$ cat config.mk
export PLATFORM = sky130hd
export DESIGN_NAME = fifo_queue_with_search
export DESIGN_NICKNAME = d
export VERILOG_FILES = /design/src/rtl/fqs_pkg.sv /design/src/rtl/fqs_cell.sv /design/src/rtl/fqs_find.sv /design/src/rtl/fifo_queue_with_search.sv
export SDC_FILE = /design/constraint.sdc
export NUM_CORES = 1
export LEC_CHECK = 0
export BUFFER_PORTS_ARGS = -buffer_cell sky130_fd_sc_hd__buf_2
export CAP_MARGIN = 15
export CELL_PAD_IN_SITES_DETAIL_PLACEMENT = 0
export CELL_PAD_IN_SITES_GLOBAL_PLACEMENT = 2
export CORE_AREA = 8 8 425 219
export DETAILED_ROUTE_END_ITERATION = 6
export DIE_AREA = 0 0 433 227
export PLACE_DENSITY = 0.6
export SKIP_CTS_REPAIR_TIMING = 1
export SYNTH_ARGS = -nofsm -noshare
export SYNTH_HDL_FRONTEND = slang
export SYNTH_HIERARCHICAL = 1
export SYNTH_SLANG_ARGS = --single-unit
$ cat constraint.sdc
create_clock -name clock -period 4.7 [get_ports clock]
set_input_delay 0.235 -clock clock [delete_from_list [all_inputs] [get_ports clock]]
set_output_delay 0.235 -clock clock [all_outputs]
set_load 0.02 [all_outputs]
$ cat src/rtl/fqs_pkg.sv
// ----------------------------------------------------------------------------
// fqs_pkg
// Shared types and constants for the FIFO queue with first-match search.
// ----------------------------------------------------------------------------
package fqs_pkg;

   localparam int KIND_W  = 2;
   localparam int VALUE_W = 32;
   localparam int FIELD_W = 5;

   typedef enum logic [KIND_W-1:0] {
      KIND_PUSH   = 2'd0,
      KIND_POP    = 2'd1,
      KIND_SEARCH = 2'd2
   } kind_type;

   typedef enum logic [1:0] {
      ST_OK        = 2'd0,
      ST_EMPTY     = 2'd1,
      ST_FULL      = 2'd2,
      ST_NOT_FOUND = 2'd3
   } status_type;

   typedef struct packed {
      logic shift;
      logic load;
   } cell_ctl_type;

endpackage

$ cat src/rtl/fqs_cell.sv
// ----------------------------------------------------------------------------
// fqs_cell
// One queue slot: holds a value and its valid bit, shifts toward the head on
// pop, loads the pushed value when it is the first free slot, compares to key.
// ----------------------------------------------------------------------------
module fqs_cell (
   input  logic                                clock,
   input  logic                                reset,
   input  fqs_pkg::cell_ctl_type               ctl,
   input  logic signed [fqs_pkg::VALUE_W-1:0]  load_value,
   input  logic                                next_valid,
   input  logic signed [fqs_pkg::VALUE_W-1:0]  next_data,
   input  logic signed [fqs_pkg::VALUE_W-1:0]  key,
   output logic                                valid,
   output logic signed [fqs_pkg::VALUE_W-1:0]  data,
   output logic                                match
);

   logic                               valid_ff;
   logic                               valid_in;
   logic signed [fqs_pkg::VALUE_W-1:0] data_ff;
   logic signed [fqs_pkg::VALUE_W-1:0] data_in;

   always_comb begin
      valid_in = valid_ff;
      data_in  = data_ff;
      if (ctl.shift) begin
         valid_in = next_valid;
         data_in  = next_data;
      end else if (ctl.load) begin
         valid_in = 1'b1;
         data_in  = load_value;
      end
   end

   always_ff @(posedge clock) begin
      if (reset) begin
         valid_ff <= 1'b0;
      end else begin
         valid_ff <= valid_in;
      end
   end

   always_ff @(posedge clock) begin
      data_ff <= data_in;
   end

   assign valid = valid_ff;
   assign data  = data_ff;
   assign match = valid_ff && (data_ff == key);

endmodule

$ cat src/rtl/fqs_find.sv
// ----------------------------------------------------------------------------
// fqs_find
// First-match encoder: 1-based position of the lowest set match bit.
// ----------------------------------------------------------------------------
module fqs_find #(
   parameter int DEPTH = 16
) (
   input  logic [DEPTH-1:0]               match,
   output logic                           found,
   output logic [$clog2(DEPTH+1)-1:0]     position
);

   localparam int POS_W = $clog2(DEPTH + 1);

   always_comb begin
      position = '0;
      for (int i = DEPTH - 1; i >= 0; i--) begin
         if (match[i]) begin
            position = POS_W'(i + 1);
         end
      end
   end

   assign found = |match;

endmodule

$ cat src/rtl/fifo_queue_with_search.sv
// ----------------------------------------------------------------------------
// fifo_queue_with_search
// FIFO queue of signed 32-bit values held in a row of shifting cells, head in
// cell 0, with push, pop and first-match search.
// The result strobe is registered: it rises in the cycle after the item is accepted.
// Throughput: one item per cycle; busy stays low, every cell updates and
// compares against the key in the same cycle.
// Reset: empties the queue and clears the result strobe; stored values are
// left as they are.
// ----------------------------------------------------------------------------
module fifo_queue_with_search #(
   parameter int DEPTH = 16
) (
   input  logic                                clock,
   input  logic                                reset,
   input  logic                                start,
   output logic                                busy,
   input  logic [fqs_pkg::KIND_W-1:0]          req_kind,
   input  logic signed [fqs_pkg::VALUE_W-1:0]  req_value,
   output logic                                rsp_strobe,
   output logic [1:0]                          rsp_status,
   output logic signed [fqs_pkg::VALUE_W-1:0]  rsp_data,
   output logic [fqs_pkg::FIELD_W-1:0]         rsp_position,
   output logic [fqs_pkg::FIELD_W-1:0]         rsp_count
);

   localparam int CNT_W = $clog2(DEPTH + 1);

   logic                               accept;
   logic                               full;
   logic                               empty;
   logic                               push_ok;
   logic                               pop_ok;
   logic [CNT_W-1:0]                   count_ff;
   logic [CNT_W-1:0]                   count_in;
   logic [DEPTH-1:0]                   cell_valid;
   logic [DEPTH-1:0]                   cell_match;
   logic signed [fqs_pkg::VALUE_W-1:0] cell_data [DEPTH];
   fqs_pkg::cell_ctl_type              cell_ctl [DEPTH];
   logic                               found;
   logic [CNT_W-1:0]                   found_pos;

   logic                               rsp_strobe_ff;
   logic                               rsp_strobe_in;
   fqs_pkg::status_type                rsp_status_ff;
   fqs_pkg::status_type                rsp_status_in;
   logic signed [fqs_pkg::VALUE_W-1:0] rsp_data_ff;
   logic signed [fqs_pkg::VALUE_W-1:0] rsp_data_in;
   logic [fqs_pkg::FIELD_W-1:0]        rsp_position_ff;
   logic [fqs_pkg::FIELD_W-1:0]        rsp_position_in;
   logic [fqs_pkg::FIELD_W-1:0]        rsp_count_ff;
   logic [fqs_pkg::FIELD_W-1:0]        rsp_count_in;

   assign busy    = 1'b0;
   assign accept  = start && !busy;
   assign full    = (count_ff == CNT_W'(DEPTH));
   assign empty   = (count_ff == '0);
   assign push_ok = accept && (req_kind == fqs_pkg::KIND_PUSH) && !full;
   assign pop_ok  = accept && (req_kind == fqs_pkg::KIND_POP) && !empty;

   for (genvar i = 0; i < DEPTH; i++) begin : g_cell
      logic                               nxt_valid;
      logic signed [fqs_pkg::VALUE_W-1:0] nxt_data;

      if (i == DEPTH - 1) begin : g_tail
         assign nxt_valid = 1'b0;
         assign nxt_data  = '0;
      end else begin : g_mid
         assign nxt_valid = cell_valid[i+1];
         assign nxt_data  = cell_data[i+1];
      end

      assign cell_ctl[i].shift = pop_ok;
      assign cell_ctl[i].load  = push_ok && (count_ff == CNT_W'(i));

      fqs_cell u_cell (
         .clock      (clock),
         .reset      (reset),
         .ctl        (cell_ctl[i]),
         .load_value (req_value),
         .next_valid (nxt_valid),
         .next_data  (nxt_data),
         .key        (req_value),
         .valid      (cell_valid[i]),
         .data       (cell_data[i]),
         .match      (cell_match[i])
      );
   end

   fqs_find #(
      .DEPTH (DEPTH)
   ) u_find (
      .match    (cell_match),
      .found    (found),
      .position (found_pos)
   );

   always_comb begin
      count_in = count_ff;
      if (push_ok) begin
         count_in = count_ff + CNT_W'(1);
      end else if (pop_ok) begin
         count_in = count_ff - CNT_W'(1);
      end
   end

   always_comb begin
      rsp_strobe_in   = accept;
      rsp_status_in   = fqs_pkg::ST_OK;
      rsp_data_in     = '0;
      rsp_position_in = '0;
      rsp_count_in    = fqs_pkg::FIELD_W'(count_in);
      case (req_kind)
         fqs_pkg::KIND_PUSH: begin
            if (full) begin
               rsp_status_in = fqs_pkg::ST_FULL;
            end
         end
         fqs_pkg::KIND_POP: begin
            if (empty) begin
               rsp_status_in = fqs_pkg::ST_EMPTY;
            end else begin
               rsp_data_in = cell_data[0];
            end
         end
         fqs_pkg::KIND_SEARCH: begin
            if (found) begin
               rsp_position_in = fqs_pkg::FIELD_W'(found_pos);
            end else begin
               rsp_status_in = fqs_pkg::ST_NOT_FOUND;
            end
         end
         default: begin
         end
      endcase
   end

   always_ff @(posedge clock) begin
      if (reset) begin
         count_ff      <= '0;
         rsp_strobe_ff <= 1'b0;
      end else begin
         count_ff      <= count_in;
         rsp_strobe_ff <= rsp_strobe_in;
      end
   end

   always_ff @(posedge clock) begin
      if (accept) begin
         rsp_status_ff   <= rsp_status_in;
         rsp_data_ff     <= rsp_data_in;
         rsp_position_ff <= rsp_position_in;
         rsp_count_ff    <= rsp_count_in;
      end
   end

   assign rsp_strobe   = rsp_strobe_ff;
   assign rsp_status   = rsp_status_ff;
   assign rsp_data     = rsp_data_ff;
   assign rsp_position = rsp_position_ff;
   assign rsp_count    = rsp_count_ff;

endmodule

======== Yosys cells after proc, flatten, opt, wreduce, memory -nomap -nowiden ========
Cells that the tools add are included.
cells by class
  bitwise operators ....................... 3
  reductions and logical operators ........ 63
  equal/unequal tests ..................... 34
  add/subtract/negate cells ............... 2
  mux-type cells .......................... 82
operator list
  cell                   count
  $mux W32               30
  $eq A32 B32 Y1         16
  $eq A5 B4 Y1 const B   8
  $logic_and A1 B1 Y1    36
  $mux W1                32
  $mux W4                8
  $reduce_bool A2 Y1     15
  $eq A5 B3 Y1 const B   4
  $reduce_or A17 Y1      1
  $reduce_or A16 Y1      1
  $mux W5                3
  $mux W3                4
  $eq A5 B2 Y1 const B   2
  $reduce_or A9 Y1       1
  $mux W2                4
  $pmux W2 S3            1
  $add A5 B1 Y5 const B  1
  $eq A5 B1 Y1 const B   1
  $eq A5 B5 Y1 const B   1
  $logic_not A5 Y1       1
  $reduce_or A5 Y1       1
  $sub A5 B1 Y5 const B  1
  $reduce_or A2 Y1       2
  $not A1 Y1             3
  6 further kinds        7
storage, ports and cells
  output and inout port bits .............. 46
  logic and storage cells ................. 226
  bits of input ports ..................... 37
  register bits after elaboration ......... 578

======== Longest topological paths before layout ========
Gate-level depths: netlist of run 1.
  word-level depth ........................ 18
  gate-level depth with buffers ........... 11
  gate-level depth less buffers ........... 10

======== Cells and area by module ========
Netlist of run 1, hierarchy kept.
modules (own cells, without submodules)
  module                  sequential area each (µm²)  times used  area each (µm²)  cells an instance
  fqs_cell                980.9                       16          1739.2           118
  fifo_queue_with_search  1441.4                      1           2255.9           182
  fqs_find                0.0                         1           186.4            32

======== Worst setup path after synthesis of run 1 ========
No wires, ideal clock.
  path kind ............................... register -> register
  from .................................... register count_ff[0]
  to ...................................... register g_cell[15].u_cell.data_ff, in the netlist g_cell[15].u_cell/data[0], enable pin
  cell stages (with the launch flop) ...... 10
  data required time ...................... 4.325 ns
  data arrival time ....................... 2.596 ns
  buffers on the path ..................... 4
  setup time .............................. 0.375 ns
  period minus slack after synthesis ...... 2.970 ns
  path slack .............................. 1.730 ns
  path through ............................ dfxtp_1 inv_1 ha_1 a31oi_1 buf_2 clkbuf_1 and2_1 buf_2 buf_2 or2_2
RTL lines
  item                    RTL line                       RTL
  from (decl)             fifo_queue_with_search.sv:34   logic [CNT_W-1:0] count_ff;
  from (signal assigned)  fifo_queue_with_search.sv:143  count_ff <= count_in;
  to (signal assigned)    fqs_cell.sv:45                 data_ff <= data_in;
  to (decl)               fqs_cell.sv:21                 logic signed [fqs_pkg::VALUE_W-1:0] data_ff;

======== Final worst setup path of run 1 ========
  from .................................... register g_cell[0].u_cell.data_ff, in the netlist g_cell[0].u_cell/data[31]
  to ...................................... register rsp_position_ff, in the netlist rsp_position[1] (data pin)
between the ends
  longest elaborated chain between the ends .. 5
RTL lines
  item                               RTL line                       RTL
  from (decl)                        fqs_cell.sv:21
  from (signal assigned)             fqs_cell.sv:45
  $eq A32 B32 Y1                     fqs_cell.sv:50                 assign match = valid_ff && (data_ff == key);
  $logic_and A1 B1 Y1                fqs_cell.sv:50
  via cell_match[0]                  fifo_queue_with_search.sv:37   logic [DEPTH-1:0] cell_match;
  $reduce_or A16 Y1                  fqs_find.sv:24                 assign found = |match;
  via found                          fifo_queue_with_search.sv:40   logic found;
  $not A1 Y1 (no source line)        -
  $reduce_or A3 Y1 (no source line)  -
  to (signal assigned)               fifo_queue_with_search.sv:152  rsp_position_ff <= rsp_position_in;
  to (decl)                          fifo_queue_with_search.sv:49   logic [fqs_pkg::FIELD_W-1:0] rsp_position_ff;
The timed path passes the listed nets, and every way through them passes these cells.
A chain may end at the register's enable or synchronous reset.

==> results.py, run 1 <==
metrics = {
    "power_and_ir_drop": {
        "power_density_nw_per_um2": 386.7,
        "p_comb_share_pct": 14.2,
        "power_frac_seq_pct": 49.3,
        "power.leakage_nw": 11.39,
        "swShare_pct": 25.87,
        "ir_drop_uv": 264.8,
        "p_total_mw": 13.14,
        "switchingPower_mw": 3.400,
        "pwr-share-clk_pct": 36.6,
        "p_int_mw": 9.741,
    },
    "setup_path": {
        "crit_type": "reg2reg",
        "start_kind": "flip-flop",
        "cp.required_ns": 5.18,
        "worst_setup_path_end_kind": "flip-flop",
        "cp_top_family": "simple AND/OR/NAND/NOR gates",
        "crit_buf_inv": 1,
        "cp_slowest_cell": "nor4_1",
        "r2r_slack_ns": 1.35,
        "critical_path.cell_chain": "xor2_1 -> nor4_1 -> nand4_1 -> nor3_2 -> nor3_1 -> nand2_1 -> or3_1 -> inv_1 -> nor2_1 -> and2_1",
        "crit_path_end": "rsp_position[1]",
        "path_max_fanout": 5,
        "critPathArrivalTime_ns": 3.83,
        "rr_worst_depth": 10,
        "max_stage_delay_ns": 0.79,
        "timing.rr.end": "rsp_position[1]",
        "timing.rr.start": "g_cell[0].u_cell/data[31]",
        "crit_path_start": "g_cell[0].u_cell/data[31]",
        "cp_num_cells": 10,
    },
    "timing": {
        "slew_viol_final": 0,
        "rsz0062_at_grt": "false",
        "period_needed_ns": 3.348,
        "fin_crit_sh_pct": 71.24,
        "setup_viol": 0,
        "tightest_slew_ns": 1.046,
        "fin_ws_ns": 1.352,
        "slew_headroom_pct": 30.24,
        "hold_viol": 0,
        "max_freq_mhz": 298.7,
        "finClkSkew_ns": 0.02002,
        "setup_tns_ns": 0,
    },
    "clock_network": {
        "htreeDepth": 2,
        "numCtsBuffers": 57,
        "clkSinkCount": 578,
        "clk_pin_slew_worst_paths_ns": 0.07,
        "clockBufferDepth": 3,
        "clk_latency_ns": 0.62,
        "cts_tree": "yes",
        "root_buffer": "clkbuf_16",
    },
    "floorplanning": {
        "initial_core_util_pct": 34.72,
        "die_x_um": 433,
        "design.die.area_um2": 98290,
        "die_h_um": 227,
        "core-area_um2": 87190,
        "io_pins": 83,
        "rows": 77,
    },
    "synth": {
        "avgSynthCellArea_um2": 14.40,
        "dominantRegCellSynth": "edfxtp_1",
        "synth_top_family_by_area": "multiplexers",
        "synth_edf_count": 556,
        "ys_types": 50,
        "synthesis.area_um2": 30270,
        "synth_compound_area_share_pct": 0.7895,
        "yosysSeqAreaShare_pct": 56.61,
        "async_reset_ff_share_pct": 0,
        "ys_warn_count": 6,
        "synthXorXnorAreaFrac_pct": 14.90,
        "synth_area_leaders": "edfxtp_1 (55%), mux2_2 (19%), xor2_1 (14%)",
        "yosysTopAreaCellShare_pct": 55.16,
        "ys_seq_elements": 578,
        "synthAdderAreaFrac_pct": 0.2480,
        "syn_inst": 2102,
        "yosys.area_share.simple_pct": 6.916,
        "muxShareOfSynthArea_pct": 19.19,
        "yosysTopAreaCell": "edfxtp_1",
    },
    "routing": {
        "wl_per_cell_um": 19.97,
        "vias_per_cell": 4.815,
        "drc": 0,
        "vias": 16610,
        "first_pass_iters": 4,
        "wl_mm": 68.89,
        "ant_nets": 0,
        "drtIter0Drc": 864,
    },
    "global_route": {
        "grt_pass1_vias": 17170,
        "grt_pass1_wl_mm": 108.3,
        "grt_overflow": 0,
        "gr-max-usage-layer": "met1",
        "antenna_found_initial": 0,
        "grt_use_met1_pct": 23.08,
        "grt_use_total_pct": 13.81,
        "use_met2_pct": 18.08,
        "grt_max_degree": 129,
        "grtUsageMet3_pct": 2.215,
    },
    "status": {
        "status": "completed",
    },
    "placement": {
        "place_ws_ns": 0.9381,
        "dp.cells": 3341,
        "io_buffer_count": 81,
        "place_congestion": 0.7659,
        "dp_hpwl_mm": 47.38,
    },
    "layout": {
        "register_area_um2": 17140,
        "drive_gt1_share_pct": 32.51,
        "final_core_util_pct": 38.98,
        "syn2layout_area_growth_pct": 12.27,
        "fill_cells": 8189,
        "fin_cells": 3449,
        "num_antenna_cells": 0,
        "num-nets-final": 2259,
        "multi_input_area_um2": 12860,
    },
    "worst_hold_path": {
        "min_path_type": "in2reg",
    },
    "flow_run": {
        "cap_violations": 0,
    },
}
[layout by cell type (no fill, tap or decap), types with 6 or more instances in the layout]
| master | count |
|---|---|
| edfxtp_1 | 556 |
| mux2_2 | 514 |
| xor2_1 | 496 |
| nor4_1 | 113 |
| buf_2 | 81 |
| nor2_1 | 77 |
| clkbuf_16 | 59 |
| and2_1 | 38 |
| nand3_1 | 35 |
| conb_1 | 34 |
| nor3_1 | 22 |
| a21oi_1 | 22 |
| dfxtp_1 | 22 |
| xnor2_1 | 19 |
| or2_2 | 16 |
| nand4_1 | 16 |
| nor3_2 | 16 |
| clkinv_2 | 13 |
| clkinv_1 | 11 |
| nand2_1 | 10 |
| buf_4 | 10 |
| inv_1 | 9 |
| clkbuf_1 | 9 |
| bufinv_16 | 7 |
| ha_1 | 6 |
[registers in the layout, indices dropped and copies added, names as in the netlist]
register             cells
count_ff                 5
rsp_strobe               1
g_cell.u_cell/valid     16
g_cell.u_cell/data     512
rsp_data                32
rsp_status               2
rsp_position             5
rsp_count                5
[cell type report]
cell class	instances	share of cell area, %
flip-flops and latches	578	50.43
multi-input cells	1474	37.85
clock buffers	71	4.566
well taps	1185	4.363
repair buffers	95	1.620
clock inverters	36	1.060
inverters	10	0.1105
[per-stage QoR]
stage / hold WS (ns) / instance area (um2)
after floorplan: 0.3074 / 30390
after global placement: 0.5043 / 32060
after detailed placement: 0.5053 / 32060
after CTS: -0.04103 / 33970
after global routing: 0.08457 / 33980
final: 0.1343 / 33980
[cells by family (layout without fill, tap and decap cells)]
family / after synthesis / after routing
flops: 578 / 578
other cells: 1 / 34
xor+xnor: 515 / 515
fa+ha+maj: 6 / 6
mux: 516 / 516
buf+inv: 83 / 212
simple gates: 364 / 364
compound gates: 39 / 39
[power by group through the flow]
stage	sequential, mW	clock, mW	combinational [mW]
floorplan	6.56	0	1.25
global placement	6.59	0	1.88
detailed placement	6.59	0	1.88
CTS	6.48	5.00	1.89
global route	6.53	5.19	2.05
finish	6.47	4.80	1.86
[worst min-delay path by stage]
stage / from / to / slack (ns) / cells after the start
finish: req_kind[0] / rsp_status[1] / 0.13 / 2
global route: req_kind[0] / rsp_status[1] / 0.08 / 2
floorplan: reset / g_cell[0].u_cell/valid / 0.31 / 1
CTS: start / rsp_status[1] / -0.04 / 1
global placement: g_cell[11].u_cell/valid / g_cell[10].u_cell/valid / 0.50 / 2
detailed placement: g_cell[2].u_cell/valid / g_cell[1].u_cell/valid / 0.51 / 2
[worst reg2reg max path, cell delays in order (launching register included)]
cell,delay (ns)
edfxtp_1,0.40
xor2_1,0.16
nor4_1,0.79
nand4_1,0.47
nor3_2,0.44
nor3_1,0.14
nand2_1,0.14
or3_1,0.16
inv_1,0.07
nor2_1,0.27
and2_1,0.19
[per-layer routing]
layer  vias up  share of wire [%]
li1       8048                  -
met1      8295                 58
met2       187                 37
met3        77                3.2
met4         0                1.7
met5         -                  0
[cell usage after synthesis (all sizes together), types with 2 or more instances]
cell	number
nand2	10
nor4	116
dfxtp	22
xnor2	19
inv	9
edfxtp	556
nand2b	4
ha	6
nor2	77
mux2	515
a21oi	22
and2	39
a31oi	3
o21ai	2
or2	16
nor2b	3
nand3b	2
nand3	35
nand4	16
clkbuf	5
buf	68
nor3	38
xor2	496
Power figures use the tool's default switching activity.
==> inputs of run 2 (changes only) <==
--- a/config.mk
+++ b/config.mk
@@ -12,7 +12,7 @@
 export CORE_AREA = 8 8 425 219
 export DETAILED_ROUTE_END_ITERATION = 6
 export DIE_AREA = 0 0 433 227
-export PLACE_DENSITY = 0.6
+export PLACE_DENSITY = 0.63
 export SKIP_CTS_REPAIR_TIMING = 1
 export SYNTH_ARGS = -nofsm -noshare
 export SYNTH_HDL_FRONTEND = slang
==> constraint.sdc (replaced) <==
create_clock -name clock -period 2.75 [get_ports clock]
set_input_delay 0.1375 -clock clock [delete_from_list [all_inputs] [get_ports clock]]
set_output_delay 0.1375 -clock clock [all_outputs]
set_load 0.02 [all_outputs]
==> results.py, run 2 (synthesis gave the netlist of run 1 again) <==
metrics = {
    "status": {
        "status": "finished with violations",
        "violations": "negative setup slack",
    },
    "routing": {
        "wl_mm": 75.38,
        "drc": 0,
        "drtIter0Drc": 1031,
        "wl_per_cell_um": 20.37,
        "ant_nets": 0,
        "vias": 17880,
        "first_pass_iters": 5,
        "vias_per_cell": 4.833,
    },
    "timing": {
        "slew_viol_final": 0,
        "slew_headroom_pct": 49.97,
        "tightest_slew_ns": 0.7504,
        "max_freq_mhz": 354.5,
        "hold_viol": 0,
        "period_needed_ns": 2.821,
        "fin_crit_sh_pct": 102.6,
        "fin_ws_ns": -0.07054,
        "rsz0062_at_grt": "true",
        "setup_viol": 1,
        "finClkSkew_ns": 0.01880,
    },
    "clock_network": {
        "clk_pin_slew_worst_paths_ns": 0.06,
        "cts_tree": "yes",
        "root_buffer": "clkbuf_16",
        "clk_latency_ns": 0.62,
        "htreeDepth": 2,
        "numCtsBuffers": 57,
        "clockBufferDepth": 3,
        "clkSinkCount": 578,
    },
    "layout": {
        "mostFrequentLayoutCells": "edfxtp_1 (556), mux2_2 (514), xor2_1 (495)",
        "fill_cells": 8067,
        "num-nets-final": 2512,
        "drive_gt1_share_pct": 40.36,
        "syn2layout_area_growth_pct": 21.31,
        "stdcell_area_um2": 36720,
        "largest_register_ffs": 512,
        "num_antenna_cells": 0,
        "fin_cells": 3700,
        "layout_commonest_cell": "edfxtp_1",
    },
    "placement": {
        "place_ws_ns": -0.4561,
        "io_buffer_count": 81,
        "dp.cells": 3588,
        "place_area_um2": 34660,
        "dp_hpwl_mm": 54.84,
        "place_congestion": 0.7750,
    },
    "setup_path": {
        "worst_setup_path_end_kind": "flip-flop",
        "crit_type": "reg2reg",
        "path_max_fanout": 3,
        "cp.required_ns": 3.24,
        "max_stage_delay_ns": 0.60,
        "rr_worst_depth": 8,
        "cp_top_family": "simple AND/OR/NAND/NOR gates",
        "start_kind": "flip-flop",
        "critical_path.cell_chain": "xor2_1 -> nor4_1 -> nand4_1 -> nor3_2 -> buf_4 -> a2111oi_2 -> o41ai_2 -> and2_1",
        "crit_buf_inv": 1,
        "critPathArrivalTime_ns": 3.31,
        "cp_slowest_cell": "nor4_1",
        "cp_num_cells": 8,
    },
    "global_route": {
        "antenna_found_initial": 1,
        "grt_use_total_pct": 15.03,
        "grt_pass1_wl_mm": 115.2,
        "grt_overflow": 0,
        "grt_pass1_vias": 18110,
        "grt_max_degree": 61,
    },
    "power_and_ir_drop": {
        "switchingPower_mw": 5.970,
        "power_density_nw_per_um2": 611.5,
        "power_frac_seq_pct": 49.2,
        "ir_drop_uv": 456.7,
        "swShare_pct": 26.59,
        "p_total_mw": 22.45,
        "p_int_mw": 16.48,
        "pwr-share-clk_pct": 33.8,
        "p_comb_share_pct": 17.0,
        "power.leakage_nw": 12.90,
    },
    "worst_hold_path": {
        "holdPathStages": 3,
        "min_path_type": "in2reg",
    },
    "floorplanning": {
        "design.die.area_um2": 98290,
        "io_pins": 83,
        "die_x_um": 433,
        "die_h_um": 227,
        "core-area_um2": 87190,
        "initial_core_util_pct": 34.72,
        "rows": 77,
    },
    "flow_run": {
        "cap_violations": 0,
    },
}
## run 2: cell count changes in the layout (fill, tap and decap cells not counted), sizes merged
| cell | before | now |
|---|---|---|
| buf | 94 | 345 |
| bufinv | 7 | 3 |
| clkbuf | 71 | 65 |
| clkinv | 25 | 35 |
| clkinvlp | 4 | 3 |
| dlygate4sd3 | 1 | 3 |
| inv | 10 | 9 |
## run 2: per-stage QoR
| step | utilization [%] | hold slack (ns) | setup TNS (ns) |
|---|---|---|---|
| floorplan | - | 0.2099 | 0 |
| global placement | 39.75 | 0.5052 | -2.574 |
| detailed placement | 39.75 | 0.5057 | -2.668 |
| CTS | 41.72 | -0.1280 | -1.280 |
| global route | 42.11 | 0.004334 | -0.4093 |
| finish | 42.11 | 0.02548 | -0.07054 |
## run 2: power by group through the flow
stage	registers, mW	clock network [mW]	logic [mW]
floorplan	11.2	0	2.16
finish	11.1	7.59	3.81
global placement	11.2	0	3.75
global route	11.1	8.19	4.15
CTS	11.1	7.88	3.79
detailed placement	11.2	0	3.77
## run 2: worst reg2reg max path: cells and delay by family, from the launching register on
kind | cells | cell delay [ns]
compound gates | 2 | 0.45
xor+xnor | 1 | 0.16
buf+inv | 1 | 0.17
flops | 1 | 0.40
simple gates | 4 | 1.51
## run 2: cell type report
| type | count | area, um2 | area share, % |
|---|---|---|---|
| tap | 1185 | 1483 | 4.038 |
| inverter | 10 | 37.54 | 0.1022 |
| sequential | 578 | 17140 | 46.67 |
| multi-input combinational | 1474 | 13180 | 35.89 |
| clock buffer | 65 | 1456 | 3.966 |
| clock inverter | 40 | 266.5 | 0.7258 |
| timing repair buffer | 348 | 3159 | 8.604 |
## run 2: final timing paths
path	startpoint	endpoint	slack [ns]
hold reg to reg	g_cell[10].u_cell/valid	g_cell[9].u_cell/valid	0.52
setup / recovery	g_cell[4].u_cell/data[31]	rsp_position[0]	-0.07
hold / removal	req_value[24]	g_cell[14].u_cell/data[24]	0.03
setup reg to reg	g_cell[4].u_cell/data[31]	rsp_position[0]	-0.07
## run 2: per-layer routing
metal	part of all wire [%]	up-vias	global-route usage, %
met2	38	255	19.74
met3	4.3	77	2.581
li1	-	8555	-
met4	1.5	0	2.703
met5	0	-	0
met1	56	8995	25.16
